[src/sv/btsd_pkg.sv]
`default_nettype none

package btsd_pkg;

   localparam int unsigned KIND_WIDTH  = 5;
   localparam int unsigned VALUE_WIDTH = 64;

   localparam logic [KIND_WIDTH-1:0] EV_LINE_START = 5'd0;
   localparam logic [KIND_WIDTH-1:0] EV_LINE_END   = 5'd1;
   localparam logic [KIND_WIDTH-1:0] EV_PROG_END   = 5'd2;
   localparam logic [KIND_WIDTH-1:0] EV_CHAR       = 5'd3;
   localparam logic [KIND_WIDTH-1:0] EV_KEYWORD    = 5'd4;
   localparam logic [KIND_WIDTH-1:0] EV_EXT_KW     = 5'd5;
   localparam logic [KIND_WIDTH-1:0] EV_IEEE       = 5'd6;
   localparam logic [KIND_WIDTH-1:0] EV_OCTAL      = 5'd7;
   localparam logic [KIND_WIDTH-1:0] EV_HEX        = 5'd8;
   localparam logic [KIND_WIDTH-1:0] EV_UNSIGNED   = 5'd9;
   localparam logic [KIND_WIDTH-1:0] EV_SIGNED     = 5'd10;
   localparam logic [KIND_WIDTH-1:0] EV_FLOAT4     = 5'd11;
   localparam logic [KIND_WIDTH-1:0] EV_FLOAT8     = 5'd12;
   localparam logic [KIND_WIDTH-1:0] EV_ABS_ADDR   = 5'd13;
   localparam logic [KIND_WIDTH-1:0] EV_UNKNOWN    = 5'd14;
   localparam logic [KIND_WIDTH-1:0] EV_BREAK      = 5'd15;
   localparam logic [KIND_WIDTH-1:0] EV_EOF_ERROR  = 5'd16;

   localparam logic [7:0] TOK_END_LINE   = 8'h00;
   localparam logic [7:0] TOK_OCTAL      = 8'h0b;
   localparam logic [7:0] TOK_HEX        = 8'h0c;
   localparam logic [7:0] TOK_ABS_ADDR   = 8'h0d;
   localparam logic [7:0] TOK_LINE_REF   = 8'h0e;
   localparam logic [7:0] TOK_BYTE       = 8'h0f;
   localparam logic [7:0] TOK_DIGIT_LO   = 8'h11;
   localparam logic [7:0] TOK_DIGIT_HI   = 8'h1a;
   localparam logic [7:0] TOK_SIGNED     = 8'h1c;
   localparam logic [7:0] TOK_FLOAT4     = 8'h1d;
   localparam logic [7:0] TOK_FLOAT8     = 8'h1f;
   localparam logic [7:0] TOK_KW_FIRST   = 8'h81;
   localparam logic [7:0] TOK_KW_LAST    = 8'hfe;
   localparam logic [7:0] TOK_EXT_LAST   = 8'hfd;
   localparam logic [7:0] TOK_EXT_PREFIX = 8'hff;
   localparam logic [7:0] TOK_REM        = 8'h8f;
   localparam logic [7:0] TOK_DATA       = 8'h84;
   localparam logic [7:0] TOK_EXT_IEEE   = 8'hec;
   localparam logic [7:0] CHR_PRINT_LO   = 8'h20;
   localparam logic [7:0] CHR_PRINT_HI   = 8'h7e;
   localparam logic [7:0] CHR_QUOTE      = 8'h22;
   localparam logic [7:0] CHR_COLON      = 8'h3a;
   localparam logic [7:0] CHR_KANA_LO    = 8'ha1;
   localparam logic [7:0] CHR_KANA_HI    = 8'hdf;
   localparam logic [7:0] EXT_KEYWORD_MAX = 8'd44;

   localparam logic [15:0] SIGN_BIT_MASK = 16'h8000;

   typedef struct packed {
      logic                   valid;
      logic [KIND_WIDTH-1:0]  kind;
      logic [VALUE_WIDTH-1:0] value;
   } event_type;

endpackage

`default_nettype wire

[src/sv/basic_token_stream_decoder.sv]
// Decoder for a tokenized BASIC program stream.
// The req_ channel carries one program byte per request in req_tdata, with
// req_tuser set on the request that marks end of input. The rsp_ channel
// carries one decoded event per request that produces one: the event kind in
// rsp_tuser and the line number, character, keyword index, constant or raw
// float bytes in rsp_tdata. Many requests (link bytes, constant bytes) produce
// no event at all.
// The csr_ channel writes the single mode bit; set it to report colons
// outside quotes as statement breaks. Write it only while the block is idle.
// A request is held in the input register and decoded against the parse
// state on its way to the result register, from which its event is presented
// on the rsp_ channel. One request is taken every cycle while rsp_tready
// stays high.
// When the receiver stalls, the result register holds its event and the
// input register takes one more request, after which req_tready drops until
// rsp_tready rises.
// Synchronous reset empties both registers, returns the parser to the start
// of a line and clears the mode bit. After program end or end of input the
// block consumes and drops every request until the next reset.
`default_nettype none

module basic_token_stream_decoder (
   input  wire logic        clock,
   input  wire logic        reset,
   input  wire logic        req_tvalid,
   output      logic        req_tready,
   input  wire logic [7:0]  req_tdata,   // [7:0] byte_value
   input  wire logic [0:0]  req_tuser,   // [0] end_of_input
   output      logic        rsp_tvalid,
   input  wire logic        rsp_tready,
   output      logic [63:0] rsp_tdata,   // [63:0] event_value
   output      logic [4:0]  rsp_tuser,   // [4:0] event_kind
   input  wire logic        csr_valid,
   output      logic        csr_ready,
   input  wire logic [0:0]  csr_data     // [0] pretty_mode
);
   import btsd_pkg::*;

   logic        in_valid_ff, in_valid_in;
   logic [7:0]  in_byte_ff;
   logic        in_eof_ff;
   logic        out_valid_ff, out_valid_in;
   logic [KIND_WIDTH-1:0]  out_kind_ff;
   logic [VALUE_WIDTH-1:0] out_value_ff;
   logic        pretty_ff;
   logic        advance;
   event_type   decoded;

   assign advance     = in_valid_ff && (!out_valid_ff || rsp_tready);
   assign req_tready  = !in_valid_ff || advance;
   assign csr_ready   = 1'b1;
   assign in_valid_in = (req_tvalid && req_tready) || (in_valid_ff && !advance);

   always_comb begin
      if (advance) begin
         out_valid_in = decoded.valid;
      end else if (rsp_tready) begin
         out_valid_in = 1'b0;
      end else begin
         out_valid_in = out_valid_ff;
      end
   end

   always_ff @(posedge clock) begin
      if (reset) begin
         in_valid_ff  <= 1'b0;
         out_valid_ff <= 1'b0;
         pretty_ff    <= 1'b0;
      end else begin
         in_valid_ff  <= in_valid_in;
         out_valid_ff <= out_valid_in;
         if (csr_valid && csr_ready) begin
            pretty_ff <= csr_data[0];
         end
      end
   end

   always_ff @(posedge clock) begin
      if (req_tvalid && req_tready) begin
         in_byte_ff <= req_tdata;
         in_eof_ff  <= req_tuser[0];
      end
      if (advance && decoded.valid) begin
         out_kind_ff  <= decoded.kind;
         out_value_ff <= decoded.value;
      end
   end

   btsd_decoder u_decoder (
      .clock        (clock),
      .reset        (reset),
      .advance      (advance),
      .byte_value   (in_byte_ff),
      .end_of_input (in_eof_ff),
      .pretty_mode  (pretty_ff),
      .event_out    (decoded)
   );

   assign rsp_tvalid = out_valid_ff;
   assign rsp_tdata  = out_value_ff;
   assign rsp_tuser  = out_kind_ff;

`ifndef SYNTH
   a_ready_when_output_empty: assert property (@(posedge clock) disable iff (reset)
      !rsp_tvalid |-> req_tready)
      else $error("input stalled while the result register is empty");

   a_kind_in_range: assert property (@(posedge clock) disable iff (reset)
      rsp_tvalid |-> rsp_tuser <= EV_EOF_ERROR)
      else $error("event kind out of range");

   a_signed_extended: assert property (@(posedge clock) disable iff (reset)
      rsp_tvalid && rsp_tuser == EV_SIGNED |-> rsp_tdata[63:16] == {48{rsp_tdata[15]}})
      else $error("signed constant not sign extended");

   a_empty_kinds_zero: assert property (@(posedge clock) disable iff (reset)
      rsp_tvalid && (rsp_tuser == EV_LINE_END || rsp_tuser == EV_PROG_END
                     || rsp_tuser == EV_IEEE || rsp_tuser == EV_EOF_ERROR)
      |-> rsp_tdata == 64'd0)
      else $error("event without value carries nonzero data");
`endif

endmodule

`default_nettype wire

[src/sv/btsd_decoder.sv]
`default_nettype none

module btsd_decoder (
   input  wire logic               clock,
   input  wire logic               reset,
   input  wire logic               advance,
   input  wire logic [7:0]         byte_value,
   input  wire logic               end_of_input,
   input  wire logic               pretty_mode,
   output      btsd_pkg::event_type event_out
);
   import btsd_pkg::*;

   localparam logic [2:0] PH_LINK_LO = 3'd0;
   localparam logic [2:0] PH_LINK_HI = 3'd1;
   localparam logic [2:0] PH_NUM_LO  = 3'd2;
   localparam logic [2:0] PH_NUM_HI  = 3'd3;
   localparam logic [2:0] PH_BODY    = 3'd4;
   localparam logic [2:0] PH_OPERAND = 3'd5;
   localparam logic [2:0] PH_EXT     = 3'd6;
   localparam logic [2:0] PH_HALTED  = 3'd7;

   logic [2:0]            phase_ff, phase_in;
   logic                  link_zero_ff, link_zero_in;
   logic [7:0]            line_low_ff, line_low_in;
   logic [63:0]           operand_ff, operand_in;
   logic [3:0]            remaining_ff, remaining_in;
   logic [3:0]            length_ff, length_in;
   logic [KIND_WIDTH-1:0] pending_ff, pending_in;
   logic                  quote_ff, quote_in;
   logic                  remark_ff, remark_in;

   logic       plain;
   logic [2:0] pos;
   logic [7:0] offset;
   logic [63:0] merged;

   always_ff @(posedge clock) begin
      if (reset) begin
         phase_ff     <= PH_LINK_LO;
         link_zero_ff <= 1'b0;
         line_low_ff  <= 8'd0;
         operand_ff   <= 64'd0;
         remaining_ff <= 4'd0;
         length_ff    <= 4'd0;
         pending_ff   <= EV_LINE_START;
         quote_ff     <= 1'b0;
         remark_ff    <= 1'b0;
      end else if (advance) begin
         phase_ff     <= phase_in;
         link_zero_ff <= link_zero_in;
         line_low_ff  <= line_low_in;
         operand_ff   <= operand_in;
         remaining_ff <= remaining_in;
         length_ff    <= length_in;
         pending_ff   <= pending_in;
         quote_ff     <= quote_in;
         remark_ff    <= remark_in;
      end
   end

   assign plain  = !quote_ff && !remark_ff;
   assign pos    = 3'(length_ff - remaining_ff);
   assign offset = byte_value - TOK_KW_FIRST;
   assign merged = operand_ff | ({56'd0, byte_value} << {pos, 3'b000});

   always_comb begin
      phase_in     = phase_ff;
      link_zero_in = link_zero_ff;
      line_low_in  = line_low_ff;
      operand_in   = operand_ff;
      remaining_in = remaining_ff;
      length_in    = length_ff;
      pending_in   = pending_ff;
      quote_in     = quote_ff;
      remark_in    = remark_ff;
      event_out    = '{valid: 1'b0, kind: EV_LINE_START, value: 64'd0};

      if (phase_ff == PH_HALTED) begin
         phase_in = PH_HALTED;
      end else if (end_of_input) begin
         phase_in  = PH_HALTED;
         event_out = '{valid: 1'b1, kind: EV_EOF_ERROR, value: 64'd0};
      end else begin
         unique case (phase_ff)
            PH_LINK_LO: begin
               link_zero_in = (byte_value == 8'd0);
               phase_in     = PH_LINK_HI;
            end
            PH_LINK_HI: begin
               if (link_zero_ff && byte_value == 8'd0) begin
                  phase_in  = PH_HALTED;
                  event_out = '{valid: 1'b1, kind: EV_PROG_END, value: 64'd0};
               end else begin
                  phase_in = PH_NUM_LO;
               end
            end
            PH_NUM_LO: begin
               line_low_in = byte_value;
               phase_in    = PH_NUM_HI;
            end
            PH_NUM_HI: begin
               quote_in  = 1'b0;
               remark_in = 1'b0;
               phase_in  = PH_BODY;
               event_out = '{valid: 1'b1, kind: EV_LINE_START,
                             value: {48'd0, byte_value, line_low_ff}};
            end
            PH_OPERAND: begin
               operand_in = merged;
               if (remaining_ff != 4'd0) begin
                  remaining_in = remaining_ff - 4'd1;
               end
               if (remaining_in == 4'd0) begin
                  phase_in  = PH_BODY;
                  event_out = '{valid: 1'b1, kind: pending_ff, value: merged};
                  if (pending_ff == EV_SIGNED && (merged[15:0] & SIGN_BIT_MASK) != 16'd0) begin
                     event_out.value = {48'hffff_ffff_ffff, merged[15:0]};
                  end
               end
            end
            PH_EXT: begin
               phase_in = PH_BODY;
               priority if (byte_value == TOK_EXT_IEEE) begin
                  event_out = '{valid: 1'b1, kind: EV_IEEE, value: 64'd0};
               end else if (byte_value >= TOK_KW_FIRST && byte_value <= TOK_EXT_LAST) begin
                  if (offset <= EXT_KEYWORD_MAX) begin
                     event_out = '{valid: 1'b1, kind: EV_EXT_KW, value: {56'd0, offset}};
                  end else begin
                     event_out = '{valid: 1'b1, kind: EV_UNKNOWN, value: {56'd0, byte_value}};
                  end
               end else begin
                  event_out.valid = 1'b0;
               end
            end
            default: begin
               priority if (byte_value == TOK_END_LINE) begin
                  phase_in  = PH_LINK_LO;
                  event_out = '{valid: 1'b1, kind: EV_LINE_END, value: 64'd0};
               end else if (byte_value == TOK_OCTAL || byte_value == TOK_HEX
                            || byte_value == TOK_ABS_ADDR || byte_value == TOK_LINE_REF
                            || byte_value == TOK_BYTE || byte_value == TOK_SIGNED
                            || byte_value == TOK_FLOAT4 || byte_value == TOK_FLOAT8) begin
                  phase_in   = PH_OPERAND;
                  operand_in = 64'd0;
                  unique case (byte_value)
                     TOK_OCTAL:    begin pending_in = EV_OCTAL;    length_in = 4'd2; end
                     TOK_HEX:      begin pending_in = EV_HEX;      length_in = 4'd2; end
                     TOK_ABS_ADDR: begin pending_in = EV_ABS_ADDR; length_in = 4'd2; end
                     TOK_LINE_REF: begin pending_in = EV_UNSIGNED; length_in = 4'd2; end
                     TOK_BYTE:     begin pending_in = EV_UNSIGNED; length_in = 4'd1; end
                     TOK_SIGNED:   begin pending_in = EV_SIGNED;   length_in = 4'd2; end
                     TOK_FLOAT4:   begin pending_in = EV_FLOAT4;   length_in = 4'd4; end
                     default:      begin pending_in = EV_FLOAT8;   length_in = 4'd8; end
                  endcase
                  remaining_in = length_in;
               end else if (byte_value >= TOK_DIGIT_LO && byte_value <= TOK_DIGIT_HI) begin
                  event_out = '{valid: 1'b1, kind: EV_UNSIGNED,
                                value: {56'd0, byte_value - TOK_DIGIT_LO}};
               end else if (byte_value >= TOK_KW_FIRST && byte_value <= TOK_KW_LAST && plain) begin
                  if (byte_value == TOK_REM || byte_value == TOK_DATA) begin
                     remark_in = 1'b1;
                  end
                  event_out = '{valid: 1'b1, kind: EV_KEYWORD, value: {56'd0, offset}};
               end else if (byte_value == TOK_EXT_PREFIX && plain) begin
                  phase_in = PH_EXT;
               end else if (byte_value >= CHR_PRINT_LO && byte_value <= CHR_PRINT_HI) begin
                  event_out = '{valid: 1'b1, kind: EV_CHAR, value: {56'd0, byte_value}};
                  if (byte_value == CHR_QUOTE) begin
                     quote_in = !quote_ff;
                  end else if (!quote_ff && byte_value == CHR_COLON) begin
                     remark_in = 1'b0;
                     if (pretty_mode) begin
                        event_out.kind = EV_BREAK;
                     end
                  end
               end else if (byte_value >= CHR_KANA_LO && byte_value <= CHR_KANA_HI) begin
                  event_out = '{valid: 1'b1, kind: EV_CHAR, value: {56'd0, byte_value}};
               end else begin
                  event_out = '{valid: 1'b1, kind: EV_UNKNOWN, value: {56'd0, byte_value}};
               end
            end
         endcase
      end
   end

endmodule

`default_nettype wire

[config.mk]
export PLATFORM = sky130hd
export DESIGN_NAME = basic_token_stream_decoder
export DESIGN_NICKNAME = d
export VERILOG_FILES = /design/src/sv/btsd_pkg.sv /design/src/sv/basic_token_stream_decoder.sv /design/src/sv/btsd_decoder.sv
export SDC_FILE = /design/constraint.sdc
export NUM_CORES = 1
export LEC_CHECK = 0
export ABC_AREA = 1
export BUFFER_PORTS_ARGS = -buffer_cell sky130_fd_sc_hd__buf_2
export CORE_MARGIN = 2
export CORE_UTILIZATION = 61
export CTS_BUF_LIST = sky130_fd_sc_hd__clkbuf_8
export CTS_CLUSTER_DIAMETER = 150
export CTS_CLUSTER_SIZE = 40
export DETAILED_ROUTE_END_ITERATION = 16
export PLACE_DENSITY = 0.88
export SYNTH_ARGS = -nofsm -noshare
export SYNTH_HDL_FRONTEND = slang
export SYNTH_SLANG_ARGS = --single-unit
[constraint.sdc]
create_clock -name clock -period 4.93 [get_ports clock]
set_input_delay 0.2465 -clock clock [delete_from_list [all_inputs] [get_ports clock]]
set_output_delay 0.2465 -clock clock [all_outputs]
set_load 0.02 [all_outputs]
After elaboration in Yosys (flattened, before gate mapping)
Cells that the tools add are included.
- bits of input ports: 15
- output and inout bits: 72
- bits in registers: 171
- shift operators: 1
- muxes and demuxes: 62
- add/subtract/negate cells: 4
- bitwise operators: 7
- order comparisons: 10
- equality and inequality tests: 33
- reduce and logical (&&, ||, !) cells: 57
- operators by type and width (kind ; count):
    $mux 70 ; 11
    $pmux 70 s5 ; 1
    $mux 68 ; 3
    $mux 64 ; 3
    $pmux 64 s2 ; 1
    $or 64x64->64 ; 1
    $shl 8x6->64 ; 1
    $eq 8x4->1 const B ; 5
    $eq 8x8->1 const B ; 4
    $mux 4 ; 7
    $mux 3 ; 9
    $eq 8x5->1 const B ; 3
    $le 8x8->1 const B ; 3
    $pmux 4 s6 ; 1
    $ne 10x7->1 const B ; 2
    $mux 1 ; 19
    $eq 8x6->1 const B ; 2
    $ge 8x8->1 const B ; 2
    $logic_and 1x1->1 ; 15
    $pmux 3 s5 ; 1
    $reduce_or 5->1 ; 3
    $ne 2x2->1 const B ; 6
    $pmux 4 s3 ; 1
    $reduce_and 12->1 ; 1
    other kinds (35) ; 69

Logic depth before layout (Yosys ltp)
- depth after elaboration: 14
- mapped depth: 17

Cells and area by module
From an unflattened synthesis, not the netlist that was laid out.
- cells, all modules: 1139
- area total of the unflattened synthesis: 8872.3 um^2
- by module, submodules not included (module ; cells each ; area an instance (um^2) ; sequential area each (um^2) ; times used):
    btsd_decoder ; 1037 ; 6379.9 ; 1781.7 ; 1
    basic_token_stream_decoder ; 102 ; 2492.4 ; 2402.3 ; 1

Least setup slack after synthesis
No wires, ideal clock.
- path type: reg-to-reg
- from: reg in_byte_ff[0]
- to: reg out_value_ff[0], in the netlist rsp_tdata[0], enable pin
- clock period less this slack: 3665 ps
- path slack: 1265 ps
- library setup time: 423 ps
- data arrival time: 3241 ps
- cell stages (with the launch flop): 13
- data required time: 4507 ps
- cells stage by stage: edfxtp_1 clkbuf_1 inv_1 ha_1 nand3_1 nor2_1 nor2_1 nand2_1 inv_2 nand2_1 nand3_1 nand3_1 inv_1
- word-level cells in the longest chain between the ends: 14
- elaborated cells on any way between the ends: 41
- RTL lines (what ; RTL line ; source):
    start, declared ; basic_token_stream_decoder.sv:40 ; logic [7:0] in_byte_ff;
    start signal, assigned ; basic_token_stream_decoder.sv:80 ; in_byte_ff <= req_tdata;
    branches (longest 10 deep; another with $ge 8x8->1) ; n/a ;
    $pmux 70 s5 * ; btsd_decoder.sv:85 ; unique case (phase_ff)
    $mux 70 * ; btsd_decoder.sv:81 ; end else if (end_of_input) begin
    $mux 70 * ; btsd_decoder.sv:79 ; if (phase_ff == PH_HALTED) begin
    $logic_and 1x1->1 * ; basic_token_stream_decoder.sv:83 ; if (advance && decoded.valid) begin
    end signal, assigned ; basic_token_stream_decoder.sv:85 ; out_value_ff <= decoded.value;
    end, declared ; basic_token_stream_decoder.sv:44 ; logic [VALUE_WIDTH-1:0] out_value_ff;
Mark *: on every way between the ends.
A chain may end at the register's enable or synchronous reset.

Worst setup path after layout
- from: reg in_byte_ff[0]
- to: reg out_kind_ff[4], in the netlist rsp_tuser[4], enable pin
- word-level cells in the longest chain between the ends: 14
- elaborated cells on any way between the ends: 41
- RTL lines (what ; RTL line ; source):
    branches (longest 10 deep; another with $ge 8x8->1) ; n/a ;
    $pmux 70 s5 * ; btsd_decoder.sv:85 ;
    $mux 70 * ; btsd_decoder.sv:81 ;
    $mux 70 * ; btsd_decoder.sv:79 ;
    $logic_and 1x1->1 * ; basic_token_stream_decoder.sv:83 ;
    end signal, assigned ; basic_token_stream_decoder.sv:84 ; out_kind_ff <= decoded.kind;
    end, declared ; basic_token_stream_decoder.sv:43 ; logic [KIND_WIDTH-1:0] out_kind_ff;
Marked as above.

==> summary.txt <==
Routing
  • DRT Pass-1 Iters: 6
  • Initial DRC Count: 1064
  • Vias per cell: 5.83
  • Post-route ant nets: 0
  • DR DRC count: 0
  • Avg WL per Cell: 17.5 um
  • Final WL: 24300 um
  • Via count: 8097

Logic synthesis
  • Post-Syn Instances: 1132
  • Ranking of synthesized cells by area: edfxtp_1, dfxtp_1, inv_1, nor2_1, nand2_1
  • Post-synth top flop: dfxtp_1
  • Post-synthesis sequential area ratio: 48.1%
  • FFs w/ async S/R, synth: 0%
  • YS warnings: 0
  • Synth top area share: 26.9%
  • Average size of a mapped cell: 7.68 sq um
  • Mapped cell area: 8690 sq um
  • EDFF count, synth: 78
  • Distinct cell type count after synthesis: 38
  • Syn_nets: 1155
  • Yosys reg bits: 170
  • Top cells by count, synth: inv_1, nor2_1, nand2_1
  • Area leader, netlist: edfxtp_1
  • Most frequent cell after synthesis: inv_1

Floorplan
  • Initial Util: 62.6%
  • Die Height: 123 um
  • I/O pins: 87
  • DIE AREA: 15200 sq um
  • # rows: 43
  • Die W: 123 um
  • Core Area: 13900 sq um

Timing
  • Final Hold Slack: 0.0107 ns
  • Fmax: 0.269 GHz
  • Setup violations, final: 0
  • Fin. max-slew vios: 0
  • Final worst-path cycle share: 75.4%
  • Fin crit period: 3.72 ns
  • Worst Tran Pin Value: 1.02 ns
  • Max-slew headroom: 31.9%
  • Skew final: 0.0183 ns
  • Final hold violations: 0
  • Setup WS post-layout: 1.21 ns
  • RSZ-0062 raised after global routing: no
  • Total negative slack: 0 ns

Placed design
  • DP Wirelength: 16600 um
  • Post-Place Worst Slack: 1.33 ns
  • Cell Area, Placed: 9170 sq um
  • RePlAce Congestion: 1.01
  • Buffers on Ports: 85

GRT
  • Met3 Track Usage GR: 6.83%
  • Pin count of the biggest net entering global routing: 67
  • Initial antenna violation count: 0
  • Overall routing resource usage: 33.2%
  • Gr busiest metal: met2
  • Vias in the first global route: 7339
  • Met2 usage: 50.0%
  • Grt ovf: 0
  • Met1 Track Usage GR: 46.9%
  • First-pass GRT wire length: 38600 um

Critical path
  • Critical path class: register to register
  • CP Data Arrival Time: 3.87 ns
  • Reg2Reg Launch Point: in_byte_ff[0]
  • Crit. Startpoint: in_byte_ff[0]
  • Maximum fanout along the worst path: 35
  • CP startpoint kind: register
  • Worst Setup End Kind: register
  • Worst endpoint required time: 5.09 ns

Layout
  • Synth-to-Final Area Change: 11.1%
  • Fraction of layout cells with a size suffix above 1: 13.0%
  • Nets@finish: 1221
  • N_diodes: 0
  • Final instance area: 9660 sq um

Clock network
  • Clock insertion delay at the later pin of the skew report: 0.47 ns
  • TritonCTS buffer count: 17
  • CTS resizes: 0
  • Longest Clk Path Bufs: 2
  • Clock root buffer: clkbuf_8
  • Clock Pin Slew Worst Setup and Hold Paths: 0.08 ns
  • H-tree depth: 4
  • Clock sinks: 170
  • CTS tree: yes

Min path
  • Worst hold start: csr_data
  • Worst Hold Class: input pin to register

Pwr
  • VDD IR max: 0.201 mV
  • P_leak: 3.77 nW
  • Power per cell area: 285 nW/um^2

Run
  • Max-cap violations: 0

Outcome
  • Outcome: completed
-- repair_timing --
item / 4_1_cts / 5_1_grt
hold buffers: 10 / 0
hold endpoints to repair: 10 / 0
setup buffers: 0 / 0
-- critical path, cell delays in order (launching register included) --
cell,delay [ns]
edfxtp_1,0.73
inv_1,0.29
ha_1,0.34
nand3_1,0.17
nor2_1,0.06
nor2_1,0.20
nand2_1,0.15
inv_2,0.20
nand2_1,0.12
nand3_1,0.10
nand3_1,0.12
inv_2,0.60
buf_12,0.30
-- per-layer routing --
layer | vias up | part of all wire, % | wire [um]
met5 | - | 0 | 0
met4 | 0 | 2.6 | 623
met3 | 61 | 8.8 | 2130
met2 | 411 | 45 | 11000
met1 | 3760 | 44 | 10600
li1 | 3865 | - | -
-- cell families after synthesis --
| kind of cell | count (synthesis) | share of synthesized area (%) |
|---|---|---|
| and+or+nand+nor | 425 | 20.8 |
| AOI/OAI and AO/OA | 274 | 18.0 |
| buffers and inverters | 251 | 11.5 |
| DFF | 170 | 48.1 |
| adders and majority gates | 8 | 1.24 |
| xor gates and xnor gates | 3 | 0.302 |
| other | 1 | 0.0431 |
-- report_power, final --
| group | internal [W] | switching (W) | total, W |
|---|---|---|---|
| combinational | 0.0000665 | 0.000179 | 0.000245 |
| clock | 0.000453 | 0.000530 | 0.000983 |
| sequential | 0.00150 | 0.0000238 | 0.00153 |
-- placed cells by master (no fill, tap or decap), types with 13 or more instances in the layout --
cell	Yosys	routed
inv_1	176	177
nor2_1	158	157
nand2_1	146	146
a21oi_1	100	100
o21ai_0	94	94
dfxtp_1	92	92
buf_2	21	85
edfxtp_1	78	78
nand3_1	74	73
a22oi_1	57	57
nand4_1	17	17
clkbuf_8	0	17
inv_2	12	13
-- stage by stage --
stage          util, %  cells  total power (W)
6_report          69.6   1390          0.00276
5_1_grt           69.6   1390          0.00285
2_1_floorplan        -   1132          0.00171
3_5_place_dp      66.1   1349          0.00179
3_3_place_gp      66.1   1349          0.00179
4_1_cts           69.6   1390          0.00275
-- path summary, 6_finish.rpt --
kind | end | slack, ns | cells past startpoint
max | rsp_tuser[4] | 1.21 | 12
min | pretty_ff | 0.01 | 3
max reg2reg | rsp_tuser[4] | 1.21 | 12
min reg2reg | u_decoder.operand_ff[15] | 0.46 | 2
-- registers in the layout, summed over array words and instances, names as in the netlist, 3 cells and up --
register                flops
u_decoder.line_low_ff       8
u_decoder.operand_ff       64
u_decoder.length_ff         3
in_byte_ff                  8
u_decoder.phase_ff          3
rsp_tdata                  64
u_decoder.pending_ff        4
rsp_tuser                   5
u_decoder.remaining_ff      4
-- area by class of cell --
| cell class | count | area [sq um] |
|---|---|---|
| fillers | 1105 | 4230 |
| flip-flops and latches | 170 | 4180 |
| well taps | 180 | 225 |
| clock inverters | 14 | 149 |
| inverters | 191 | 719 |
| clock buffers | 17 | 234 |
| repair buffers | 107 | 628 |
| multi-input cells | 711 | 3520 |
Note: power is estimated with default switching activity, not from simulation.
